===== src/rtl/irpd_pkg.sv =====
// Shared types, register map and reset values for the infrared
// pulse-distance frame encoder. No dependencies.
package irpd_pkg;

  localparam int unsigned TimeW    = 16;
  localparam int unsigned DutyW    = 8;
  localparam int unsigned CfgIdxW  = 4;
  localparam int unsigned CfgDataW = 16;

  localparam int unsigned QueueDepth = 2;

  localparam logic [TimeW-1:0] LeaderMarkReset  = 16'd9000;
  localparam logic [TimeW-1:0] LeaderSpaceReset = 16'd4500;
  localparam logic [TimeW-1:0] BitMarkReset     = 16'd562;
  localparam logic [TimeW-1:0] ZeroSpaceReset   = 16'd562;
  localparam logic [TimeW-1:0] OneSpaceReset    = 16'd1687;
  localparam logic [TimeW-1:0] TrailerMarkReset = 16'd610;
  localparam logic [TimeW-1:0] GapReset         = 16'd20000;
  localparam logic [DutyW-1:0] CarrierDutyReset = 8'd102;

  typedef enum logic [CfgIdxW-1:0] {
    REG_LEADER_MARK  = 4'd0,
    REG_LEADER_SPACE = 4'd1,
    REG_BIT_MARK     = 4'd2,
    REG_ZERO_SPACE   = 4'd3,
    REG_ONE_SPACE    = 4'd4,
    REG_TRAILER_MARK = 4'd5,
    REG_GAP          = 4'd6,
    REG_CARRIER_DUTY = 4'd7
  } reg_idx_e;

  // Segments of a frame in the order they go out.
  typedef enum logic [2:0] {
    SEG_LEAD_MARK  = 3'd0,
    SEG_LEAD_SPACE = 3'd1,
    SEG_BIT_MARK   = 3'd2,
    SEG_BIT_SPACE  = 3'd3,
    SEG_TRAIL_MARK = 3'd4,
    SEG_GAP        = 3'd5
  } seg_e;

  typedef struct packed {
    logic [TimeW-1:0] leader_mark_us;
    logic [TimeW-1:0] leader_space_us;
    logic [TimeW-1:0] bit_mark_us;
    logic [TimeW-1:0] zero_space_us;
    logic [TimeW-1:0] one_space_us;
    logic [TimeW-1:0] trailer_mark_us;
    logic [TimeW-1:0] gap_us;
    logic [DutyW-1:0] carrier_duty;
  } cfg_t;

  // A classified bit: the run of segments it produces and its data value.
  typedef struct packed {
    seg_e start_seg;
    seg_e end_seg;
    logic bit_value;
  } cmd_t;

endpackage


===== src/rtl/irpd_if.sv =====
// Valid/ready channel interfaces for frame bits in and carrier segments out.
// Depends on irpd_pkg for field widths.
interface irpd_bit_if;
  logic valid;
  logic ready;
  logic bit_value;
  logic first_bit;
  logic last_bit;

  modport source (output valid, output bit_value, output first_bit, output last_bit,
                  input ready);
  modport sink (input valid, input bit_value, input first_bit, input last_bit,
                output ready);
endinterface

interface irpd_seg_if;
  logic                      valid;
  logic                      ready;
  logic [irpd_pkg::DutyW-1:0] segment_duty;
  logic [irpd_pkg::TimeW-1:0] segment_us;
  logic                      last_segment;

  modport source (output valid, output segment_duty, output segment_us,
                  output last_segment, input ready);
  modport sink (input valid, input segment_duty, input segment_us,
                input last_segment, output ready);
endinterface


===== src/rtl/ir_pulse_distance_frame_encoder_unit.sv =====
// Top level of the infrared pulse-distance frame encoder: timing registers,
// front end, command queue and segment sequencer. Depends on irpd_pkg, irpd_if,
// irpd_front, irpd_queue and irpd_back.
//
// Each accepted frame bit becomes two carrier segments (mark, then a space set
// by the bit value), four when it is flagged first (leader mark and space ahead)
// or last (trailer mark and gap after), and six when it is both. Segments leave
// on the output channel one per cycle while the receiver is ready, from a
// registered output slot, so back-to-back bits stream with no idle cycle between
// them; that one-segment-per-cycle output register sets the rate. A queue of
// QueueDepth commands lets new bits be accepted while the sequencer is still
// working and the output is stalled. The timing registers
// are written through the configuration port (index 0 to 7, higher indexes are
// ignored) and should be changed only while no frame is in flight.
module ir_pulse_distance_frame_encoder_unit #(
  parameter int unsigned QueueDepth = irpd_pkg::QueueDepth
) (
  input  logic                          clk_i,
  input  logic                          rst_ni,
  input  logic                          cfg_we_i,
  input  logic [irpd_pkg::CfgIdxW-1:0]  cfg_idx_i,
  input  logic [irpd_pkg::CfgDataW-1:0] cfg_data_i,
  irpd_bit_if.sink                      bit_i,
  irpd_seg_if.source                    seg_o
);

  irpd_pkg::cfg_t cfg_q, cfg_d;
  irpd_pkg::cmd_t push_cmd, pop_cmd;
  logic push, full, pop, empty;

  always_comb begin
    cfg_d = cfg_q;
    if (cfg_we_i) begin
      case (cfg_idx_i)
        irpd_pkg::REG_LEADER_MARK:  cfg_d.leader_mark_us  = cfg_data_i;
        irpd_pkg::REG_LEADER_SPACE: cfg_d.leader_space_us = cfg_data_i;
        irpd_pkg::REG_BIT_MARK:     cfg_d.bit_mark_us     = cfg_data_i;
        irpd_pkg::REG_ZERO_SPACE:   cfg_d.zero_space_us   = cfg_data_i;
        irpd_pkg::REG_ONE_SPACE:    cfg_d.one_space_us    = cfg_data_i;
        irpd_pkg::REG_TRAILER_MARK: cfg_d.trailer_mark_us = cfg_data_i;
        irpd_pkg::REG_GAP:          cfg_d.gap_us          = cfg_data_i;
        irpd_pkg::REG_CARRIER_DUTY: cfg_d.carrier_duty    = cfg_data_i[irpd_pkg::DutyW-1:0];
        default: ;
      endcase
    end
  end

  always_ff @(posedge clk_i or negedge rst_ni) begin
    if (!rst_ni) begin
      cfg_q.leader_mark_us  <= irpd_pkg::LeaderMarkReset;
      cfg_q.leader_space_us <= irpd_pkg::LeaderSpaceReset;
      cfg_q.bit_mark_us     <= irpd_pkg::BitMarkReset;
      cfg_q.zero_space_us   <= irpd_pkg::ZeroSpaceReset;
      cfg_q.one_space_us    <= irpd_pkg::OneSpaceReset;
      cfg_q.trailer_mark_us <= irpd_pkg::TrailerMarkReset;
      cfg_q.gap_us          <= irpd_pkg::GapReset;
      cfg_q.carrier_duty    <= irpd_pkg::CarrierDutyReset;
    end else begin
      cfg_q <= cfg_d;
    end
  end

  irpd_front u_front (
    .bit_i  (bit_i),
    .full_i (full),
    .push_o (push),
    .cmd_o  (push_cmd)
  );

  irpd_queue #(
    .Depth (QueueDepth)
  ) u_queue (
    .clk_i       (clk_i),
    .rst_ni      (rst_ni),
    .push_i      (push),
    .push_data_i (push_cmd),
    .full_o      (full),
    .pop_i       (pop),
    .pop_data_o  (pop_cmd),
    .empty_o     (empty)
  );

  irpd_back u_back (
    .clk_i   (clk_i),
    .rst_ni  (rst_ni),
    .cfg_i   (cfg_q),
    .empty_i (empty),
    .cmd_i   (pop_cmd),
    .pop_o   (pop),
    .seg_o   (seg_o)
  );

endmodule


===== src/rtl/irpd_front.sv =====
// Front end: accepts frame bits and classifies each into a segment run.
// Depends on irpd_pkg and irpd_if.
module irpd_front (
  irpd_bit_if.sink    bit_i,
  input  logic        full_i,
  output logic        push_o,
  output irpd_pkg::cmd_t cmd_o
);

  assign bit_i.ready = !full_i;
  assign push_o      = bit_i.valid && !full_i;

  always_comb begin
    cmd_o.bit_value = bit_i.bit_value;
    cmd_o.start_seg = bit_i.first_bit ? irpd_pkg::SEG_LEAD_MARK : irpd_pkg::SEG_BIT_MARK;
    cmd_o.end_seg   = bit_i.last_bit ? irpd_pkg::SEG_GAP : irpd_pkg::SEG_BIT_SPACE;
  end

endmodule


===== src/rtl/irpd_queue.sv =====
// Small command queue that decouples the front end from the segment sequencer.
// Depends on irpd_pkg.
module irpd_queue #(
  parameter int unsigned Depth = irpd_pkg::QueueDepth
) (
  input  logic           clk_i,
  input  logic           rst_ni,
  input  logic           push_i,
  input  irpd_pkg::cmd_t push_data_i,
  output logic           full_o,
  input  logic           pop_i,
  output irpd_pkg::cmd_t pop_data_o,
  output logic           empty_o
);

  localparam int unsigned PtrW = (Depth > 1) ? $clog2(Depth) : 1;
  localparam int unsigned CntW = $clog2(Depth + 1);

  irpd_pkg::cmd_t mem_q [Depth];
  logic [PtrW-1:0] wr_ptr_q, wr_ptr_d, rd_ptr_q, rd_ptr_d;
  logic [CntW-1:0] cnt_q, cnt_d;
  logic do_push, do_pop;

  assign full_o     = (cnt_q == CntW'(Depth));
  assign empty_o    = (cnt_q == '0);
  assign do_push    = push_i && !full_o;
  assign do_pop     = pop_i && !empty_o;
  assign pop_data_o = mem_q[rd_ptr_q];

  always_comb begin
    wr_ptr_d = wr_ptr_q;
    rd_ptr_d = rd_ptr_q;
    cnt_d    = cnt_q;
    if (do_push) begin
      wr_ptr_d = (wr_ptr_q == PtrW'(Depth - 1)) ? '0 : wr_ptr_q + PtrW'(1);
    end
    if (do_pop) begin
      rd_ptr_d = (rd_ptr_q == PtrW'(Depth - 1)) ? '0 : rd_ptr_q + PtrW'(1);
    end
    if (do_push && !do_pop) begin
      cnt_d = cnt_q + CntW'(1);
    end else if (do_pop && !do_push) begin
      cnt_d = cnt_q - CntW'(1);
    end
  end

  always_ff @(posedge clk_i or negedge rst_ni) begin
    if (!rst_ni) begin
      wr_ptr_q <= '0;
      rd_ptr_q <= '0;
      cnt_q    <= '0;
    end else begin
      wr_ptr_q <= wr_ptr_d;
      rd_ptr_q <= rd_ptr_d;
      cnt_q    <= cnt_d;
    end
  end

  always_ff @(posedge clk_i) begin
    if (do_push) begin
      mem_q[wr_ptr_q] <= push_data_i;
    end
  end

endmodule


===== src/rtl/irpd_back.sv =====
// Back end: steps through the segment run of each queued command and
// drives the registered segment output. Depends on irpd_pkg and irpd_if.
module irpd_back (
  input  logic           clk_i,
  input  logic           rst_ni,
  input  irpd_pkg::cfg_t cfg_i,
  input  logic           empty_i,
  input  irpd_pkg::cmd_t cmd_i,
  output logic           pop_o,
  irpd_seg_if.source     seg_o
);

  logic           busy_q, busy_d;
  irpd_pkg::cmd_t cmd_q, cmd_d;
  irpd_pkg::seg_e seg_q, seg_d, seg_next;
  logic           out_valid_q, out_valid_d;
  logic [irpd_pkg::DutyW-1:0] duty_q, duty_d;
  logic [irpd_pkg::TimeW-1:0] us_q, us_d;
  logic           last_q, last_d;
  logic           load, emit, done;

  // The output slot takes a new segment when empty or when it is being transferred.
  assign load  = !out_valid_q || seg_o.ready;
  assign emit  = load && busy_q;
  assign done  = emit && (seg_q == cmd_q.end_seg);
  assign pop_o = !empty_i && (!busy_q || done);

  always_comb begin
    unique case (seg_q)
      irpd_pkg::SEG_LEAD_MARK:  seg_next = irpd_pkg::SEG_LEAD_SPACE;
      irpd_pkg::SEG_LEAD_SPACE: seg_next = irpd_pkg::SEG_BIT_MARK;
      irpd_pkg::SEG_BIT_MARK:   seg_next = irpd_pkg::SEG_BIT_SPACE;
      irpd_pkg::SEG_BIT_SPACE:  seg_next = irpd_pkg::SEG_TRAIL_MARK;
      irpd_pkg::SEG_TRAIL_MARK: seg_next = irpd_pkg::SEG_GAP;
      default:                  seg_next = irpd_pkg::SEG_LEAD_MARK;
    endcase
  end

  always_comb begin
    busy_d = busy_q;
    cmd_d  = cmd_q;
    seg_d  = seg_q;
    if (done) begin
      busy_d = 1'b0;
    end else if (emit) begin
      seg_d = seg_next;
    end
    if (pop_o) begin
      busy_d = 1'b1;
      cmd_d  = cmd_i;
      seg_d  = cmd_i.start_seg;
    end
  end

  always_comb begin
    out_valid_d = out_valid_q;
    duty_d      = duty_q;
    us_d        = us_q;
    last_d      = last_q;
    if (load) begin
      out_valid_d = emit;
    end
    if (emit) begin
      last_d = (seg_q == cmd_q.end_seg);
      unique case (seg_q)
        irpd_pkg::SEG_LEAD_MARK: begin
          duty_d = cfg_i.carrier_duty;
          us_d   = cfg_i.leader_mark_us;
        end
        irpd_pkg::SEG_LEAD_SPACE: begin
          duty_d = '0;
          us_d   = cfg_i.leader_space_us;
        end
        irpd_pkg::SEG_BIT_MARK: begin
          duty_d = cfg_i.carrier_duty;
          us_d   = cfg_i.bit_mark_us;
        end
        irpd_pkg::SEG_BIT_SPACE: begin
          duty_d = '0;
          us_d   = cmd_q.bit_value ? cfg_i.one_space_us : cfg_i.zero_space_us;
        end
        irpd_pkg::SEG_TRAIL_MARK: begin
          duty_d = cfg_i.carrier_duty;
          us_d   = cfg_i.trailer_mark_us;
        end
        default: begin
          duty_d = '0;
          us_d   = cfg_i.gap_us;
        end
      endcase
    end
  end

  always_ff @(posedge clk_i or negedge rst_ni) begin
    if (!rst_ni) begin
      busy_q      <= 1'b0;
      seg_q       <= irpd_pkg::SEG_LEAD_MARK;
      out_valid_q <= 1'b0;
    end else begin
      busy_q      <= busy_d;
      seg_q       <= seg_d;
      out_valid_q <= out_valid_d;
    end
  end

  always_ff @(posedge clk_i) begin
    cmd_q  <= cmd_d;
    duty_q <= duty_d;
    us_q   <= us_d;
    last_q <= last_d;
  end

  assign seg_o.valid        = out_valid_q;
  assign seg_o.segment_duty = duty_q;
  assign seg_o.segment_us   = us_q;
  assign seg_o.last_segment = last_q;

endmodule


===== src/flat_wrapper.sv =====
// flat-port wrapper written by rule: the top's interface ports become plain ports
module ir_pulse_distance_frame_encoder_unit_flat 
#(
  parameter int unsigned QueueDepth = irpd_pkg::QueueDepth
)
  (clk_i, rst_ni, cfg_we_i, cfg_idx_i, cfg_data_i, bit_i_valid, bit_i_bit_value, bit_i_first_bit, bit_i_last_bit, bit_i_ready, seg_o_valid, seg_o_segment_duty, seg_o_segment_us, seg_o_last_segment, seg_o_ready);
  irpd_bit_if bit_i_i ();
  irpd_seg_if seg_o_i ();
  input  logic clk_i;
  input  logic rst_ni;
  input  logic cfg_we_i;
  input  logic [irpd_pkg::CfgIdxW-1:0] cfg_idx_i;
  input  logic [irpd_pkg::CfgDataW-1:0] cfg_data_i;
  input wire logic [$bits(bit_i_i.valid)-1:0] bit_i_valid;
  input wire logic [$bits(bit_i_i.bit_value)-1:0] bit_i_bit_value;
  input wire logic [$bits(bit_i_i.first_bit)-1:0] bit_i_first_bit;
  input wire logic [$bits(bit_i_i.last_bit)-1:0] bit_i_last_bit;
  output wire logic [$bits(bit_i_i.ready)-1:0] bit_i_ready;
  output wire logic [$bits(seg_o_i.valid)-1:0] seg_o_valid;
  output wire logic [$bits(seg_o_i.segment_duty)-1:0] seg_o_segment_duty;
  output wire logic [$bits(seg_o_i.segment_us)-1:0] seg_o_segment_us;
  output wire logic [$bits(seg_o_i.last_segment)-1:0] seg_o_last_segment;
  input wire logic [$bits(seg_o_i.ready)-1:0] seg_o_ready;
  assign bit_i_i.valid = bit_i_valid;
  assign bit_i_i.bit_value = bit_i_bit_value;
  assign bit_i_i.first_bit = bit_i_first_bit;
  assign bit_i_i.last_bit = bit_i_last_bit;
  assign bit_i_ready = bit_i_i.ready;
  assign seg_o_valid = seg_o_i.valid;
  assign seg_o_segment_duty = seg_o_i.segment_duty;
  assign seg_o_segment_us = seg_o_i.segment_us;
  assign seg_o_last_segment = seg_o_i.last_segment;
  assign seg_o_i.ready = seg_o_ready;
  ir_pulse_distance_frame_encoder_unit #(.QueueDepth(QueueDepth)) u_core (.clk_i(clk_i), .rst_ni(rst_ni), .cfg_we_i(cfg_we_i), .cfg_idx_i(cfg_idx_i), .cfg_data_i(cfg_data_i), .bit_i(bit_i_i), .seg_o(seg_o_i));
endmodule

===== config.mk =====
export PLATFORM = sky130hd
export DESIGN_NAME = ir_pulse_distance_frame_encoder_unit_flat
export DESIGN_NICKNAME = d
export VERILOG_FILES = /design/src/rtl/irpd_pkg.sv /design/src/rtl/irpd_if.sv /design/src/rtl/ir_pulse_distance_frame_encoder_unit.sv /design/src/rtl/irpd_front.sv /design/src/rtl/irpd_queue.sv /design/src/rtl/irpd_back.sv /design/src/flat_wrapper.sv
export SDC_FILE = /design/constraint.sdc
export NUM_CORES = 1
export LEC_CHECK = 0
export ABC_AREA = 1
export BUFFER_PORTS_ARGS = -buffer_cell sky130_fd_sc_hd__buf_2
export CORE_MARGIN = 3
export CORE_UTILIZATION = 50
export CTS_CLUSTER_SIZE = 30
export DETAILED_ROUTE_END_ITERATION = 8
export GPL_ROUTABILITY_DRIVEN = 0
export HOLD_SLACK_MARGIN = 0.05
export PLACE_DENSITY = 0.71
export SLEW_MARGIN = 5
export SYNTH_ARGS = -nofsm -noshare
export SYNTH_HDL_FRONTEND = slang
export SYNTH_HIERARCHICAL = 1
export SYNTH_SLANG_ARGS = --single-unit

===== constraint.sdc =====
create_clock -name clk_i -period 2 [get_ports clk_i]
set_input_delay 0.3 -clock clk_i [delete_from_list [all_inputs] [get_ports clk_i]]
set_output_delay 0.3 -clock clk_i [all_outputs]
set_load 0.02 [all_outputs]

==> results.json, run 1 <==
{
  "yosys-top-cells-area": "dfrtp_1, nand2_1, edfxtp_1, dfstp_2, nand4_1",
  "r2r_slack_ns": 0.16,
  "grt_pass1_wl_mm": 32.5,
  "worst_ep_required_time_ns": 2.29,
  "p_leak_nw": 4.58,
  "dr_total_vias": 6438,
  "cts.clk_slew.worst_paths_ns": 0.07,
  "cp-start-kind": "register",
  "placedCellCount": 1181,
  "yosysSeqAreaShare_pct": 55.6,
  "ant_nets": 0,
  "syn_area_per_cell_sq_um": 8.73,
  "post-dp-hpwl_mm": 12.9,
  "drive_above_1_share_pct": 19.9,
  "ctsLongestPathBuffers": 2,
  "r2r_cells": 7,
  "cp-startpoint": "u_core/u_back/seg_q[1]$_DFFE_PN0P_",
  "drt-initial-drc-count": 574,
  "ioPinCount": 55,
  "synthCells": 942,
  "synth_compound_area_share_pct": 4.64,
  "hold_viol": 0,
  "die-area_sq_mm": 0.0180,
  "cp.arrival_ns": 2.13,
  "die_h_um": 134,
  "synth_top_family_by_area": "simple AND/OR/NAND/NOR gates",
  "final_core_util_pct": 58.0,
  "cap_violations": 0,
  "p_per_area_mw_per_mm2": 1270,
  "io_buffers": 54,
  "critical_path_peak_fanout": 21,
  "synthMuxAreaShare_pct": 0,
  "setup_viol": 0,
  "cp-endpoint": "u_core/u_back/seg_o.segment_us[3]$_DFFE_PP_",
  "synth_xor_area_share_pct": 0.213,
  "cts.htree.levels": 4,
  "yosysTopAreaCell": "dfrtp_1",
  "n_fill_cell": 1464,
  "ys_ff_latch": 172,
  "core.rowCount": 46,
  "outcome": "completed",
  "hold_path_class": "in2reg",
  "instances_no_fill": 1215,
  "clkSinkCount": 172,
  "grt_use_total_pct": 22.9,
  "finalNetCount": 1015,
  "fin_skew_ns": 0.00896,
  "end_kind": "register",
  "cts_buffers": 17,
  "grt_pass1_vias": 6172,
  "syn-cell-area_sq_mm": 0.00822,
  "ir_drop_mv": 0.659,
  "r2r_start": "u_core/u_back/seg_q[1]$_DFFE_PN0P_",
  "die_width_um": 134,
  "coreArea_sq_mm": 0.0160,
  "routed_wl_mm": 19.8,
  "first_pass_iters": 5,
  "synth_top_area_share_pct": 27.7,
  "start_util_pct": 51.4,
  "post-route-drc-count": 0,
  "fmax_mhz": 544,
  "cts_root_buf": "clkbuf_16",
  "timing.rr.end": "u_core/u_back/seg_o.segment_us[3]$_DFFE_PP_",
  "fin_crit_ns": 1.84,
  "fin_crit_sh_pct": 92.0,
  "wire_per_inst_um": 16.3,
  "maxSlewViolCount": 0,
  "path_class": "reg2reg",
  "grt_start_max_net_pins": 46,
  "max_slew_margin_pct": 62.7,
  "clkLatencyLatePin_ns": 0.43,
  "antenna_found_initial": 0,
  "num_antenna_cells": 0,
  "max_slew.worst_pin.slew_ns": 0.559,
  "ys_warn_count": 6,
  "areaGrowthSynthToFinish_pct": 12.9,
  "vias_per_cell": 5.30,
  "overflow": 0,
  "ys_types": 35,
  "synth-simple-area-share_pct": 31.5,
  "cts_tree": "yes",
  "synth_fa_ha_area_share_pct": 0.152
}
critical path, stage by stage (launching register included):
cell and delay, ns:
dfrtp_1 0.39, buf_4 0.23, nor2_4 0.19, inv_2 0.08
nor2_4 0.41, nand2_1 0.14, o2111a_1 0.18, nand3_1 0.08
what timing repair did:
item,CTS,global route
setup endpoints to repair,0,1
setup buffers,0,1
hold endpoints to repair,19,0
resized for setup,0,1
hold buffers,1,0
power breakdown:
part	switching, mW	internal (mW)
clock	1.37	2.09
combinational	2.14	1.05
sequential	0.421	4.67
total	3.94	7.82
how the worst min path moves through the flow:
stage | from | end | depth (start not counted)
after floorplan | rst_ni | u_core/cfg_q[0]$_DFFE_PN0P_ | 0
after global placement | rst_ni | u_core/cfg_q[20]$_DFFE_PN0P_ | 1
after detailed placement | rst_ni | u_core/cfg_q[20]$_DFFE_PN0P_ | 1
after CTS | bit_i_bit_value | u_core/u_queue/mem_q[0][0]$_DFFE_PP_ | 1
after global routing | bit_i_bit_value | u_core/u_queue/mem_q[0][0]$_DFFE_PP_ | 1
final | bit_i_bit_value | u_core/u_queue/mem_q[1][0]$_DFFE_PP_ | 1
layout make-up:
| type | count | area [sq um] | area share, % |
|---|---|---|---|
| Clock buffer | 18 | 429 | 4.62 |
| Tap cell | 216 | 270 | 2.91 |
| Timing Repair Buffer | 81 | 503 | 5.42 |
| Sequential cell | 172 | 4570 | 49.2 |
| Clock inverter | 14 | 194 | 2.09 |
| Inverter | 79 | 299 | 3.22 |
| Multi-Input combinational cell | 635 | 3020 | 32.5 |
Yosys cell counts (all sizes together):
library cell	count
inv	79
buf	51
dfstp	38
nand4	52
o21ai	12
a22o	5
ha	1
dfrtp	91
xnor2	2
nand2	424
nand3	64
nand3b	1
conb	2
clkbuf	6
nor2	37
a211oi	9
edfxtp	43
a21oi	7
o2111a	2
o21bai	16
registers in the layout (all words and copies together), names as in the netlist:
signal,count
u_core/u_queue/mem_q,14
u_core/u_back/seg_o.segment_us,16
u_core/u_back/seg_q,3
u_core/u_back/busy_q,1
u_core/u_queue/wr_ptr_q,1
u_core/u_queue/cnt_q,2
u_core/u_back/cmd_q,4
u_core/u_back/seg_o.valid,1
u_core/u_back/seg_o.last_segment,1
u_core/u_back/seg_o.segment_duty,8
u_core/cfg_q,120
u_core/u_queue/rd_ptr_q,1
cells in the final DEF, fill, tap and decap left out, drive strengths merged, types with 4 or more instances in the layout:
cell type,instances
a211oi,9
a21oi,7
edfxtp,43
clkbuf,18
nand4,52
o21ai,12
nand3,64
bufinv,4
inv,81
o21bai,16
nand2,424
clkinvlp,5
buf,80
dfstp,38
dfrtp,91
a22o,5
nor2,37
routing by layer:
metal  track usage, %  vias to the layer above  routed length (um)
met2             36.3                      209                9440
met1             32.6                     3114                8780
met4             5.37                        0                 207
li1                 -                     3092                   -
met5                0                        -                   0
met3             4.88                       23                1380
through the flow:
| stage | power [mW] | instance area [sq um] | TNS (ns) | setup WS, ns | hold slack (ns) |
|---|---|---|---|---|---|
| global placement | 8.21 | 8640 | 0 | 0.216 | 0.213 |
| detailed placement | 8.29 | 8640 | 0 | 0.168 | 0.222 |
| floorplan | 7.34 | 8230 | 0 | 0.0236 | 0.00441 |
| finish | 11.8 | 9280 | 0 | 0.161 | 0.0674 |
| global route | 12.4 | 9280 | -0.0175 | -0.0138 | 0.0595 |
| CTS | 11.8 | 9270 | 0 | 0.152 | 0.0514 |
kinds of logic after synthesis:
| family | count (synthesis) |
|---|---|
| fa+ha+maj | 1 |
| compound gates | 51 |
| simple gates | 578 |
| flops | 172 |
| buf+inv | 136 |
| other cells | 2 |
| xor+xnor | 2 |
Note: power is estimated with default switching activity, not from simulation.
==> inputs of run 2 (changes only) <==
--- a/config.mk
+++ b/config.mk
@@ -13,9 +13,8 @@
 export DETAILED_ROUTE_END_ITERATION = 8
 export GPL_ROUTABILITY_DRIVEN = 0
 export HOLD_SLACK_MARGIN = 0.05
-export PLACE_DENSITY = 0.71
+export PLACE_DENSITY = 0.72
 export SLEW_MARGIN = 5
 export SYNTH_ARGS = -nofsm -noshare
 export SYNTH_HDL_FRONTEND = slang
-export SYNTH_HIERARCHICAL = 1
 export SYNTH_SLANG_ARGS = --single-unit
==> run 2 against run 1 <==
Effect of this change: global-route usage shrank 0.13 points; core utilization grew 3.4 points; die area shrank 15%; setup slack gained 0.028 ns; non-clock buffer count grew 1; flip-flop and latch count shrank 7; routed wire length shrank 17%; combinational power shrank 6%; cell area shrank 11%; area after synthesis shrank 15%; critical path type unchanged; critical endpoint is now u_core.u_back.seg_o.segment_us[5]$_DFFE_PP_.
==> results.json, run 2 <==
{
  "largest-register": "u_core.cfg_q",
  "areaGrowthSynthToFinish_pct": 18.5,
  "post-route-drc-count": 0,
  "synthCells": 754,
  "routed_wl_mm": 16.4,
  "yosys-top-cells-area": "dfrtp_1, edfxtp_1, dfstp_2, nand2_1, o21ai_0",
  "max_slew_margin_pct": 63.4,
  "setup_viol": 0,
  "wire_per_inst_um": 16.2,
  "yosys-top-cells-count": "nand2_1, o21ai_0, dfrtp_1",
  "synth-edff-count": 36,
  "syn_area_per_cell_sq_um": 9.25,
  "grt_start_max_net_pins": 39,
  "drt-initial-drc-count": 547,
  "postCtsSetupRepairBufs": 0,
  "grt_use_total_pct": 22.7,
  "clkSinkCount": 165,
  "synth_fa_ha_area_share_pct": 0.179,
  "ioPinCount": 55,
  "power_mw": 11.7,
  "final_cell_mix": "nand2_1, o21ai_0, dfrtp_1",
  "die-area_sq_mm": 0.0154,
  "critical_path_peak_fanout": 21,
  "cts.htree.levels": 4,
  "die_width_um": 124,
  "setup_tns_ns": 0,
  "end_kind": "register",
  "ant_nets": 0,
  "cts_root_buf": "clkbuf_16",
  "cts_tree": "yes",
  "ys_ff_latch": 165,
  "placedCellCount": 978,
  "synth-simple-area-share_pct": 19.1,
  "yosysTopAreaCell": "dfrtp_1",
  "r2r_start": "u_core.u_back.seg_q[1]$_DFFE_PN0P_",
  "max_slew.worst_pin.slew_ns": 0.549,
  "start_util_pct": 51.8,
  "hp-start": "bit_i_last_bit",
  "coreArea_sq_mm": 0.0135,
  "timing.rr.end": "u_core.u_back.seg_o.segment_us[5]$_DFFE_PP_",
  "hold_viol": 0,
  "cp-startpoint": "u_core.u_back.seg_q[1]$_DFFE_PN0P_",
  "worstHoldEndpoint": "u_core.u_queue.mem_q[0][3]$_DFFE_PP_",
  "vias_per_cell": 5.40,
  "ir_drop_mv": 0.595,
  "grt_pass1_wl_mm": 26.7,
  "num_antenna_cells": 0,
  "ys.flop_type": "dfrtp_1",
  "largest_reg_flops": 120,
  "dr_total_vias": 5464,
  "ys_warn_count": 0,
  "maxSlewViolCount": 0,
  "fin_skew_ns": 0.0107,
  "cts_buffers": 17,
  "overflow": 0,
  "synth_xor_area_share_pct": 0.377,
  "path_class": "reg2reg",
  "cts.clk_slew.worst_paths_ns": 0.06,
  "p_leak_nw": 3.84,
  "r2r_slack_ns": 0.19,
  "clkLatencyLatePin_ns": 0.43,
  "synthArstFlopShare_pct": 78.2,
  "io_buffers": 54,
  "hold_path_class": "in2reg",
  "finalNetCount": 852,
  "synth_most_common_cell": "nand2_1",
  "cp-start-kind": "register",
  "hold_depth": 1,
  "final_common_cell": "nand2_1",
  "core.rowCount": 42,
  "antenna_found_initial": 0,
  "die_h_um": 124,
  "rsz0062_at_grt": "no",
  "outcome": "completed",
  "fin_crit_sh_pct": 90.6,
  "cp.arrival_ns": 2.09,
  "p_per_area_mw_per_mm2": 1410,
  "ctsLongestPathBuffers": 2,
  "post-dp-hpwl_mm": 10.9,
  "syn_nets": 783,
  "fmax_mhz": 552,
  "synth_top_family_by_area": "simple AND/OR/NAND/NOR gates",
  "r2r_cells": 7,
  "first_pass_iters": 5,
  "drive_above_1_share_pct": 19.6,
  "final_core_util_pct": 61.4,
  "syn-cell-area_sq_mm": 0.00697,
  "synth_compound_area_share_pct": 12.1,
  "yosysSeqAreaShare_pct": 62.5,
  "worst_ep_required_time_ns": 2.28,
  "synth_top_area_share_pct": 32.7,
  "ys_types": 30,
  "synthMuxAreaShare_pct": 0,
  "instances_no_fill": 1012,
  "fin_crit_ns": 1.81,
  "cap_violations": 0,
  "grt_pass1_vias": 5230
}
[run 2: repair_timing]
action                     4_1_cts  5_1_grt
setup endpoints to repair        0        1
gates resized for setup          0        3
hold buffers                     2        0
hold endpoints to repair        28        0
[run 2: final cells by class]
type                       instances  area (sq um)
timing repair buffer              82           526
inverter                          70           263
clock buffer                      22           454
sequential                       165          4360
multi-input combinational        487          2240
fill                            1054          5190
tap                              176           220
clock inverter                    10           204
[run 2: routing by layer]
| metal | track usage (%) | vias up | wire length [um] |
|---|---|---|---|
| li1 | - | 2586 | - |
| met1 | 29.2 | 2675 | 7140 |
| met2 | 37.7 | 174 | 8100 |
| met3 | 4.81 | 29 | 848 |
| met4 | 9.31 | 0 | 296 |
| met5 | 0 | - | 0 |
[run 2: how the worst max path moves through the flow]
stage                                                        end  cells after the start  slack, ns
global placement             u_core.u_queue.cnt_q[1]$_DFFE_PN0P_                     10       0.17
detailed placement           u_core.u_queue.cnt_q[1]$_DFFE_PN0P_                     10       0.10
floorplan                    u_core.u_queue.cnt_q[1]$_DFFE_PN0P_                     10       0.28
finish               u_core.u_back.seg_o.segment_us[5]$_DFFE_PP_                      7       0.19
global route        u_core.u_back.seg_o.segment_us[14]$_DFFE_PP_                      7       0.04
CTS                          u_core.u_queue.cnt_q[1]$_DFFE_PN0P_                     10       0.09
[run 2: metrics by stage]
stage	hold slack [ns]	instance area, sq um	worst slack [ns]
6_report	0.0814	8260	0.188
5_1_grt	0.0747	8260	0.0435
4_1_cts	0.0698	8240	0.0888
3_5_place_dp	0.319	7560	0.101
3_3_place_gp	0.309	7560	0.174
2_1_floorplan	0.00441	6980	0.284
[run 2: kinds of logic (layout without fill, tap and decap cells)]
family | Yosys count | after routing
AOI/OAI and AO/OA | 156 | 156
buffers and inverters | 102 | 184
DFF | 165 | 165
xor gates and xnor gates | 3 | 3
and+or+nand+nor | 327 | 327
adders and majority gates | 1 | 1
[run 2: power by group]
part / leakage (nW) / switching, mW / internal (mW) / total, mW
clock network: 0.314 / 1.28 / 2.37 / 3.65
registers: 1.87 / 0.439 / 4.56 / 5.00
logic: 1.66 / 2.01 / 1.02 / 3.02
[run 2: worst max-delay path, cell delays in order, from the launching register on]
cell and delay, ns:
dfrtp_1 0.38, buf_4 0.32, nand3_1 0.22, inv_2 0.32
o211ai_1 0.17, o21ai_0 0.10, nor2_1 0.06, o211ai_1 0.07
